[src/hw/rtl/esbp_pkg.sv]
// ----------------------------------------------------------------------------
// esbp_pkg
// Shared types and constants for the exact-size buffer pool.
// ----------------------------------------------------------------------------
package esbp_pkg;

  localparam int SLOTS       = 16;
  localparam int SLOT_W      = (SLOTS > 1) ? $clog2(SLOTS) : 1;
  localparam int SIZE_W      = 32;
  localparam int SUM_W       = 40;
  localparam int CNT_W       = 5;
  localparam int HANDLE_W    = 4;
  localparam int CNT_MAX     = 31;
  localparam int QUEUE_DEPTH = 2;
  localparam int QPTR_W      = (QUEUE_DEPTH > 1) ? $clog2(QUEUE_DEPTH) : 1;
  localparam int QCNT_W      = $clog2(QUEUE_DEPTH + 1);

  typedef enum logic {
    OP_ALLOC   = 1'b0,
    OP_RELEASE = 1'b1
  } op_t;

  typedef struct packed {
    logic                action;
    logic [SIZE_W-1:0]   alloc_size;
    logic [HANDLE_W-1:0] release_handle;
  } in_item_t;

  typedef struct packed {
    logic                granted;
    logic [HANDLE_W-1:0] handle;
    logic                reused;
    logic [CNT_W-1:0]    populated_slots;
    logic [SUM_W-1:0]    bytes_total;
  } out_item_t;

  // classified request handed from the front end to the back end
  typedef struct packed {
    op_t                 op;
    logic [SIZE_W-1:0]   size;
    logic [HANDLE_W-1:0] rel_handle;
    logic [SLOT_W-1:0]   slot;
    logic                slot_ok;
  } cmd_t;

endpackage

[src/hw/rtl/esbp_front.sv]
// ----------------------------------------------------------------------------
// esbp_front
// Accepts requests, decodes them into commands and queues them for the
// back end.
// ----------------------------------------------------------------------------
module esbp_front (
  input  logic              clk,
  input  logic              rst_n,
  input  logic              in_valid,
  output logic              in_stall,
  input  esbp_pkg::in_item_t in_item,
  output logic              q_valid,
  input  logic              q_pop,
  output esbp_pkg::cmd_t    q_cmd
);
  import esbp_pkg::*;

  localparam int WIDE_W = HANDLE_W + SLOT_W;

  cmd_t                cmd;
  logic [WIDE_W-1:0]   rel_wide;
  cmd_t                mem_r [QUEUE_DEPTH];
  logic [QPTR_W-1:0]   wr_ptr_r, wr_ptr_nxt;
  logic [QPTR_W-1:0]   rd_ptr_r, rd_ptr_nxt;
  logic [QCNT_W-1:0]   cnt_r, cnt_nxt;
  logic                push;
  logic                pop;

  // classify
  always_comb begin
    rel_wide       = WIDE_W'(in_item.release_handle);
    cmd.op         = in_item.action ? OP_RELEASE : OP_ALLOC;
    cmd.size       = in_item.alloc_size;
    cmd.rel_handle = in_item.release_handle;
    cmd.slot       = rel_wide[SLOT_W-1:0];
    cmd.slot_ok    = (rel_wide < WIDE_W'(SLOTS));
  end

  assign in_stall = (cnt_r == QCNT_W'(QUEUE_DEPTH));
  assign push     = in_valid && !in_stall;
  assign q_valid  = (cnt_r != '0);
  assign pop      = q_pop && q_valid;
  assign q_cmd    = mem_r[rd_ptr_r];

  always_comb begin
    wr_ptr_nxt = wr_ptr_r;
    rd_ptr_nxt = rd_ptr_r;
    cnt_nxt    = cnt_r;
    if (push) begin
      wr_ptr_nxt = (wr_ptr_r == QPTR_W'(QUEUE_DEPTH - 1)) ? '0 : wr_ptr_r + 1'b1;
    end
    if (pop) begin
      rd_ptr_nxt = (rd_ptr_r == QPTR_W'(QUEUE_DEPTH - 1)) ? '0 : rd_ptr_r + 1'b1;
    end
    case ({push, pop})
      2'b10:   cnt_nxt = cnt_r + 1'b1;
      2'b01:   cnt_nxt = cnt_r - 1'b1;
      default: cnt_nxt = cnt_r;
    endcase
  end

  always_ff @(posedge clk) begin
    if (!rst_n) begin
      wr_ptr_r <= '0;
      rd_ptr_r <= '0;
      cnt_r    <= '0;
    end else begin
      wr_ptr_r <= wr_ptr_nxt;
      rd_ptr_r <= rd_ptr_nxt;
      cnt_r    <= cnt_nxt;
    end
  end

  always_ff @(posedge clk) begin
    if (push) begin
      mem_r[wr_ptr_r] <= cmd;
    end
  end

endmodule

[src/hw/rtl/esbp_back.sv]
// ----------------------------------------------------------------------------
// esbp_back
// Slot table: size match and free-slot search, then commit of the slot
// update and the result register.
// ----------------------------------------------------------------------------
module esbp_back (
  input  logic               clk,
  input  logic               rst_n,
  input  logic               q_valid,
  output logic               q_pop,
  input  esbp_pkg::cmd_t     q_cmd,
  output logic               out_valid,
  input  logic               out_stall,
  output esbp_pkg::out_item_t out_item
);
  import esbp_pkg::*;

  localparam int HW_W = SLOT_W + HANDLE_W;

  logic [SLOTS-1:0]  pop_r, pop_nxt;
  logic [SLOTS-1:0]  busy_r, busy_nxt;
  logic [SIZE_W-1:0] size_r [SLOTS];
  logic [CNT_W-1:0]  cnt_r, cnt_nxt;
  logic [SUM_W-1:0]  sum_r, sum_nxt;

  logic              s1_v_r, s1_v_nxt;
  cmd_t              s1_cmd_r;
  logic [SLOTS-1:0]  hit_r;
  logic [SLOTS-1:0]  free_r;
  logic [SUM_W-1:0]  sum_sat_r;

  logic              out_valid_r, out_valid_nxt;
  out_item_t         out_item_r, out_item_nxt;

  logic              commit;
  logic              hit_any, free_any;
  logic [SLOT_W-1:0] hit_idx, free_idx;
  logic [SUM_W:0]    sum_wide;
  logic [HW_W-1:0]   handle_wide;
  logic              wr_size;

  assign q_pop     = q_valid && !s1_v_r;
  assign commit    = s1_v_r && (!out_valid_r || !out_stall);
  assign out_valid = out_valid_r;
  assign out_item  = out_item_r;
  assign sum_wide  = {1'b0, sum_r} + (SUM_W + 1)'(q_cmd.size);

  // lowest matching idle slot and lowest never-populated slot
  always_comb begin
    hit_any  = 1'b0;
    hit_idx  = '0;
    free_any = 1'b0;
    free_idx = '0;
    for (int i = SLOTS - 1; i >= 0; i--) begin
      if (hit_r[i]) begin
        hit_any = 1'b1;
        hit_idx = SLOT_W'(i);
      end
      if (free_r[i]) begin
        free_any = 1'b1;
        free_idx = SLOT_W'(i);
      end
    end
  end

  always_comb begin
    pop_nxt       = pop_r;
    busy_nxt      = busy_r;
    cnt_nxt       = cnt_r;
    sum_nxt       = sum_r;
    wr_size       = 1'b0;
    handle_wide   = '0;
    s1_v_nxt      = s1_v_r;
    out_valid_nxt = out_valid_r;
    out_item_nxt  = out_item_r;

    if (out_valid_r && !out_stall) begin
      out_valid_nxt = 1'b0;
    end
    if (q_pop) begin
      s1_v_nxt = 1'b1;
    end

    if (commit) begin
      s1_v_nxt                 = 1'b0;
      out_valid_nxt            = 1'b1;
      out_item_nxt.granted     = 1'b1;
      out_item_nxt.reused      = 1'b0;
      out_item_nxt.handle      = '0;
      unique case (s1_cmd_r.op)
        OP_RELEASE: begin
          out_item_nxt.handle = s1_cmd_r.rel_handle;
          if (s1_cmd_r.slot_ok && pop_r[s1_cmd_r.slot]) begin
            busy_nxt[s1_cmd_r.slot] = 1'b0;
          end
        end
        OP_ALLOC: begin
          if (hit_any) begin
            busy_nxt[hit_idx]   = 1'b1;
            handle_wide         = HW_W'(hit_idx);
            out_item_nxt.handle = handle_wide[HANDLE_W-1:0];
            out_item_nxt.reused = 1'b1;
          end else if (free_any) begin
            pop_nxt[free_idx]   = 1'b1;
            busy_nxt[free_idx]  = 1'b1;
            wr_size             = 1'b1;
            handle_wide         = HW_W'(free_idx);
            out_item_nxt.handle = handle_wide[HANDLE_W-1:0];
            if (cnt_r < CNT_W'(CNT_MAX)) begin
              cnt_nxt = cnt_r + 1'b1;
            end
            sum_nxt = sum_sat_r;
          end else begin
            out_item_nxt.granted = 1'b0;
          end
        end
        default: begin
          out_item_nxt.granted = 1'b0;
        end
      endcase
      out_item_nxt.populated_slots = cnt_nxt;
      out_item_nxt.bytes_total     = sum_nxt;
    end
  end

  always_ff @(posedge clk) begin
    if (!rst_n) begin
      pop_r       <= '0;
      busy_r      <= '0;
      cnt_r       <= '0;
      sum_r       <= '0;
      s1_v_r      <= 1'b0;
      out_valid_r <= 1'b0;
    end else begin
      pop_r       <= pop_nxt;
      busy_r      <= busy_nxt;
      cnt_r       <= cnt_nxt;
      sum_r       <= sum_nxt;
      s1_v_r      <= s1_v_nxt;
      out_valid_r <= out_valid_nxt;
    end
  end

  // search stage loads from the table, which holds still until the commit
  always_ff @(posedge clk) begin
    out_item_r <= out_item_nxt;
    if (q_pop) begin
      s1_cmd_r  <= q_cmd;
      sum_sat_r <= sum_wide[SUM_W] ? {SUM_W{1'b1}} : sum_wide[SUM_W-1:0];
      for (int i = 0; i < SLOTS; i++) begin
        hit_r[i]  <= pop_r[i] && !busy_r[i] && (size_r[i] == q_cmd.size);
        free_r[i] <= !pop_r[i];
      end
    end
    if (wr_size) begin
      size_r[free_idx] <= s1_cmd_r.size;
    end
  end

endmodule

[src/hw/rtl/exact_size_buffer_pool.sv]
// ----------------------------------------------------------------------------
// exact_size_buffer_pool
// Buffer slot allocator with exact-size reuse of released slots.
// ----------------------------------------------------------------------------
// Usage:
//   in_item carries action (0 allocate, 1 release), alloc_size and
//   release_handle; a transaction takes place when in_valid is high and
//   in_stall is low. Every request gives exactly one result transaction on
//   out_item (granted, handle, reused, populated_slots, bytes_total), in
//   request order.
//   A request goes from the queue into the search registers and then, at
//   the commit, into the result register. The back end holds one request
//   at a time: it runs the size match and free-slot search, then the
//   commit, and takes the next request from the queue only after that
//   commit.
//   A two-entry queue after the decoder keeps taking requests while the
//   back end or the output register is busy.
//   While out_valid and out_stall are both high the result register holds
//   its contents; the back end then waits, the queue fills and in_stall
//   rises. Reset clears all slots, the populated count, the byte total,
//   the queue and the output valid; the block is ready the cycle after.
// ----------------------------------------------------------------------------
module exact_size_buffer_pool (
  input  logic                clk,
  input  logic                rst_n,
  input  logic                in_valid,
  output logic                in_stall,
  input  esbp_pkg::in_item_t  in_item,
  output logic                out_valid,
  input  logic                out_stall,
  output esbp_pkg::out_item_t out_item
);
  import esbp_pkg::*;

  logic q_valid;
  logic q_pop;
  cmd_t q_cmd;

  esbp_front u_front (
    .clk      (clk),
    .rst_n    (rst_n),
    .in_valid (in_valid),
    .in_stall (in_stall),
    .in_item  (in_item),
    .q_valid  (q_valid),
    .q_pop    (q_pop),
    .q_cmd    (q_cmd)
  );

  esbp_back u_back (
    .clk       (clk),
    .rst_n     (rst_n),
    .q_valid   (q_valid),
    .q_pop     (q_pop),
    .q_cmd     (q_cmd),
    .out_valid (out_valid),
    .out_stall (out_stall),
    .out_item  (out_item)
  );

endmodule

[config.mk]
export PLATFORM = sky130hd
export DESIGN_NAME = exact_size_buffer_pool
export DESIGN_NICKNAME = d
export VERILOG_FILES = /design/src/hw/rtl/esbp_pkg.sv /design/src/hw/rtl/esbp_front.sv /design/src/hw/rtl/esbp_back.sv /design/src/hw/rtl/exact_size_buffer_pool.sv
export SDC_FILE = /design/constraint.sdc
export NUM_CORES = 1
export LEC_CHECK = 0
export BUFFER_PORTS_ARGS = -buffer_cell sky130_fd_sc_hd__buf_2
export CAP_MARGIN = 40
export CORE_AREA = 10 10 267 269
export DETAILED_ROUTE_END_ITERATION = 7
export DIE_AREA = 0 0 277 279
export MAX_ROUTING_LAYER = met4
export PLACE_DENSITY = 0.73
export SYNTH_ARGS = -nofsm -noshare
export SYNTH_HDL_FRONTEND = slang
export SYNTH_HIERARCHICAL = 1
export SYNTH_SLANG_ARGS = --single-unit
[constraint.sdc]
create_clock -name clk -period 16.1 [get_ports clk]
set_input_delay 0.805 -clock clk [delete_from_list [all_inputs] [get_ports clk]]
set_output_delay 0.805 -clock clk [all_outputs]
set_load 0.01 [all_outputs]
* Word level (Yosys, flattened, before mapping) *
Memory sizes are Yosys's and may differ from the RTL's. A register that Yosys moved wholly into a read port is not among the register bits.
Cells that the tools add are included.

word-level totals
  logic and storage cells = 254
  bits in writable memories = 594
  bits in latches = 0
  input port bits = 41
  flip-flop bits (word level) = 248
  memories kept = 2
  memory bits (read-only) = 0
  output and inout port bits = 53

operators by class
  divide/modulo/power cells = 0
  add/sub/neg operators = 6
  eq/ne operators = 21
  multiply operators = 0
  bitwise operators = 8
  reduce and logical (&&, ||, !) cells = 85
  shift-type cells = 0
  order comparisons = 7
  muxes and demuxes = 103

memories
  memory         depth  width  read ports  clocked after memory_dff  wr ports  RTL line          RTL
  u_back.size_r  16     32     16          0                         1         esbp_back.sv:22   logic [SIZE_W-1:0] size_r [SLOTS];
  u_front.mem_r  2      41     1           1                         1         esbp_front.sv:22  cmd_t mem_r [QUEUE_DEPTH];

operator list
  operator               number
  $eq A32 B32 Y1         16
  $mux W4                34
  $mux W40               3
  $mux W1                52
  $mux W16               3
  $or A16 B16 Y16        3
  $add A40 B32 Y41       1
  $logic_and A1 B1 Y1    41
  $logic_not A1 Y1       36
  $pmux W16 S2           1
  $mux W5                4
  $and A16 B16 Y16       1
  $not A16 Y16           1
  $lt A4 B5 Y1 const B   3
  $demux W1 S4           3
  $ge A4 B1 Y1 const B   3
  $pmux W4 S2            1
  $reduce_bool A2 Y1     3
  $add A5 B1 Y5 const B  1
  $lt A5 B5 Y1 const B   1
  $bmux W1 S4            1
  $eq A2 B2 Y1 const B   2
  $pmux W2 S2            1
  $reduce_and A4 Y1      1
  other kinds (10)       14

* Logic depth before layout (Yosys ltp) *
  depth in word-level cells = 24
  mapped depth = 17
  mapped depth without buffers = 12

* Cells and area by module *
The synthesis kept the hierarchy.

by module, submodules not included
  module      cells each  times used  area each (um^2)
  esbp_back   2315        1           32867.8
  esbp_front  147         1           2939.1

* Worst setup path after synthesis *
Ideal clock, no wire load.

  path type = register to register
  start point = register u_front.cnt_r[0]
  end point = register u_front.cnt_r[1]
  library setup time = 0.070 ns
  required time = 16.030 ns
  path slack = 9.221 ns
  clock period less this slack = 6.879 ns
  cell stages (with the launch flop) = 7
  path buffers = 0
  arrival time = 6.809 ns
  path through = dfxtp_1 > or2_2 > nor2b_1 > o21a_1 > ha_1 > or3_1 > a21boi_1

on the way
  cells in the longest elaborated chain, start to end = 5
  elaborated cells on any way between the ends = 12
  those cells by class = add/sub: 2; eq/ne: 3; mux: 1; reduce/logical: 6

RTL lines
  element                                                   RTL line                      RTL
  from (decl)                                               esbp_front.sv:25              logic [QCNT_W-1:0] cnt_r, cnt_nxt;
  from (signal assigned)                                    esbp_front.sv:70              cnt_r <= cnt_nxt;
  $reduce_bool A2 Y1 (*)                                    esbp_front.sv:41              assign q_valid = (cnt_r != '0);
  net q_valid                                               exact_size_buffer_pool.sv:35  logic q_valid;
  $logic_and A1 B1 Y1 (*)                                   esbp_back.sv:42               assign q_pop = q_valid && !s1_v_r;
  net q_pop                                                 exact_size_buffer_pool.sv:36  logic q_pop;
  $logic_and A1 B1 Y1 (*)                                   esbp_front.sv:42              assign pop = q_pop && q_valid;
  net u_front.pop                                           esbp_front.sv:27              logic pop;
  $eq A2 B1 Y1 / $eq A2 B2 Y1 (equally long branches)       esbp_front.sv:55              case ({push, pop})
  $pmux W2 S2 / $reduce_bool A2 Y1 (equally long branches)  -

Mark *: on every way through the listed nets, which the timed path passes. The rest lies on a longest branch.
A chain may end at the register's enable or synchronous reset.

==> results by group <==
Critical path
  – Crit-path slowest cell: mux2_2
  – R2r setup slk: 11.20 ns
  – Worst endpoint data arrival time: 5.34 ns
  – Crit path cell chain: buf_4 > mux2_2 > ha_1 > inv_1 > fa_1 > nor2b_1 > o2111ai_1 > a31o_2 > a21boi_0 > o21ai_1 > o22ai_1 > buf_4 > nand2_1 > o31ai_1
  – Kind of end point of the critical path: register
  – CP Data Required Time: 16.53 ns
  – WS Path Type: reg -> reg
  – CP Max Fanout: 37
  – Most Frequent Cell on Critical Path: buf_4
  – Crit path largest cell delay: 0.75 ns
  – Startpoint Class: register

Worst hold path
  – Hold Path Class: in -> reg

Power
  – Power Dens Cells: 163.4 nW/µm²
  – Leakage: 13.47 nW
  – Total power: 0.006667 W
  – Worst VDD drop: 0.0001487 V

Finish
  – Synth-to-layout area growth: 13.93%
  – Final net count: 2688
  – Layout cells sized above 1: 15.76%
  – Ant diodes: 0
  – Fill cells: 4795

Logic synthesis
  – Largest family of logic cells by synthesized area: XOR/XNOR gates
  – Synth top area cells: edfxtp_1, xnor2_1, xor2_1
  – Post-synth top flop: edfxtp_1
  – Post-synthesis mux area share: 2.907%
  – Cell taking the most area after synthesis: edfxtp_1
  – Synth Instances: 2462
  – Async S/R FF share, synth: 0%
  – Yosys warns: 6
  – Synth Net Count: 2538
  – Compound-Gate Fraction of Synth Area: 5.689%
  – Yosys reg bits: 835
  – Syn_area_per_cell: 14.54 µm²
  – Post-synthesis sequential area ratio: 67.68%
  – Post-synth EDFFs: 751
  – Post-synth cell types: 84
  – Synthesized cell area: 35810 µm²
  – Post-synthesis adder-cell area fraction: 1.244%
  – Top cell type's share of synthesized area: 62.98%
  – Simple-Gate Fraction of Synth Area: 7.558%
  – XOR/XNOR Fraction of Synth Area: 12.91%

Timing
  – Final period util: 30.44%
  – Final hold violation count: 0
  – Layout Skew: 0.02339 ns
  – Fmax: 204.1 MHz
  – Fin worst setup slack: 11.20 ns
  – Fin Hold WS: 0.3750 ns
  – Final setup viols: 0
  – Final Max Slew Viols: 0
  – RSZ-0062 raised after global routing: no
  – Setup tns final: 0 ns
  – Worst relative slew slack: 32.53%
  – Fin crit period: 4.900 ns
  – Slew at the pin closest to its max-slew limit: 1.012 ns

CTS
  – Setup Fix Bufs, Post-CTS: 0
  – Cts bufs inserted: 85
  – Post-CTS sizing: 0
  – CTS H-tree lvls: 3
  – Hold-fix buffers, CTS: 0
  – CTS root buf: clkbuf_16
  – TritonCTS clock tree: done
  – CTS Sinks: 835
  – Clk slew on worst S/H paths: 0.06 ns
  – Clk_lat worst skew: 0.63 ns
  – Clk buf depth: 3

Floorplanning
  – Die ar.: 77280 µm²
  – FP Rows: 94
  – Die Wd: 277 µm
  – Initial core utilization: 54.56%
  – Io pins: 94
  – Core ar.: 65630 µm²
  – Die Y: 279 µm

Placed design
  – Place WS: 11.31 ns
  – Port Buffers: 93
  – Hpwl dp: 66070 µm
  – Routability cong.: 0.9348

Global route
  – Pin count of the biggest net entering global routing: 64
  – Vias in the first global route: 21714
  – First-pass GRT wire length: 147400 µm
  – GRT Residual Overflow: 0
  – Antenna violations before repair: 2
  – GRT Util Overall: 26.56%

Routing
  – WL/cell: 28.76 µm
  – Drt first pass iters: 5
  – Routed Antenna Nets: 0
  – WL final: 101800 µm
  – Avg Vias per Cell: 6.210
  – Vias: 21989
  – 1st-iter DRT viols: 3054
  – DRC errors left: 0

Outcome
  – Status: finished, final reports clean

Job
  – Max_cap viols: 0
[state kept, by name, summed over array words and instances, names as in the netlist, 5 cells and up, named ones only]
name              count
u_back/busy_r        16
u_back/cnt_r          5
u_back/free_r        16
u_back/hit_r         16
u_back/out_item      51
u_back/pop_r         16
u_back/s1_cmd_r      42
u_back/size_r       512
u_back/sum_r         40
u_back/sum_sat_r     40
u_front/mem_r        74
[cells in the final DEF (no fill, tap or decap), drive strengths merged, types with 4 or more instances in the layout]
cell type | netlist | layout
nor3 | 11 | 11
a21o | 22 | 22
clkbuf | 86 | 116
or4 | 7 | 7
edfxtp | 751 | 751
buf | 30 | 174
ha | 34 | 34
o21bai | 9 | 9
and4 | 5 | 5
nor4 | 85 | 85
o31ai | 11 | 11
a21oi | 35 | 35
o311ai | 5 | 5
and2 | 5 | 5
clkinv | 0 | 28
nand4 | 101 | 101
o22a | 6 | 6
mux4 | 5 | 5
a211o | 4 | 4
nor2b | 12 | 12
a21boi | 53 | 53
mux2 | 80 | 80
and3 | 12 | 12
nand2b | 8 | 8
o211ai | 12 | 12
a211oi | 7 | 7
xor2 | 204 | 204
or3 | 7 | 7
nand2 | 163 | 163
a31oi | 12 | 12
nand3 | 27 | 27
or2 | 5 | 5
nor2 | 62 | 62
clkdlybuf4s15 | 0 | 4
inv | 58 | 62
xnor2 | 324 | 324
o21a | 25 | 25
o21ai | 49 | 49
dfxtp | 84 | 84
[synthesized netlist by cell type, types with 12 or more instances]
cell type	number
nor4_1	84
inv_1	57
nor2b_1	12
o211ai_1	12
edfxtp_1	751
dfxtp_1	84
nand3_1	27
xnor2_1	324
nand4_1	101
ha_1	34
nor2_1	53
and3_1	12
o21a_1	25
a21boi_1	44
o21ai_0	44
a21oi_1	34
a21o_1	22
xor2_1	204
buf_2	17
mux2_2	78
clkbuf_1	86
nand2_1	161
[report_power, final]
| group | switching, W | internal, W | total (W) | leakage (nW) |
|---|---|---|---|---|
| Clock | 0.000807 | 0.00107 | 0.00188 | 1.28 |
| Combinational | 0.00113 | 0.000564 | 0.00169 | 4.70 |
| Sequential | 0.000280 | 0.00282 | 0.00310 | 7.48 |
[routing by layer]
| metal | vias to the layer above | share of wire (%) | GRT usage, % |
|---|---|---|---|
| met5 | - | 0 | - |
| met4 | 0 | 3.3 | 9.268 |
| met3 | 219 | 11 | 4.384 |
| met2 | 1311 | 46 | 41.07 |
| met1 | 11047 | 40 | 35.34 |
| li1 | 9412 | - | - |
[per-stage QoR]
step                instance area, µm²  std cells  util (%)
global route                     40800       3541     62.16
detailed placement               38160       3387     58.14
global placement                 37220       3336     56.71
finish                           40800       3541     62.16
CTS                              40770       3539     62.12
floorplan                        35810       2462         -
[critical path: cells and delay by family, from the launching register on]
family                     cells  cell delay, ns
AOI/OAI and AO/OA              6            1.56
adders and majority gates      2            0.71
buffers and inverters          3            0.74
DFF                            1            0.31
muxes                          1            0.75
and+or+nand+nor                2            0.59
[final timing paths]
path,from,end,cells past startpoint
worst max-delay path,register,u_back/sum_sat_r[31],14
worst max register to register,register,u_back/sum_sat_r[31],14
worst min-delay path,in_item[9],u_front/mem_r[0][13],1
worst min register to register,u_back/sum_r[1],u_back/sum_r[1],2
[kinds of logic after synthesis]
| family | Yosys count |
|---|---|
| compound gates | 287 |
| xor+xnor | 528 |
| fa+ha+maj | 35 |
| buf+inv | 174 |
| flops | 835 |
| mux | 87 |
| other cells | 1 |
| simple gates | 515 |
[final cells by class]
| cell class | instances | area [µm²] | share of cell area [%] |
|---|---|---|---|
| Clock buffer | 115 | 2352 | 5.766 |
| Multi-Input combinational cell | 1453 | 10970 | 26.90 |
| Sequential cell | 835 | 24230 | 59.40 |
| Tap cell | 864 | 1081 | 2.650 |
| Clock inverter | 37 | 262.8 | 0.6441 |
| Timing Repair Buffer | 179 | 1674 | 4.104 |
| Inverter | 58 | 217.7 | 0.5337 |
Note: power is estimated with default switching activity, not from simulation.
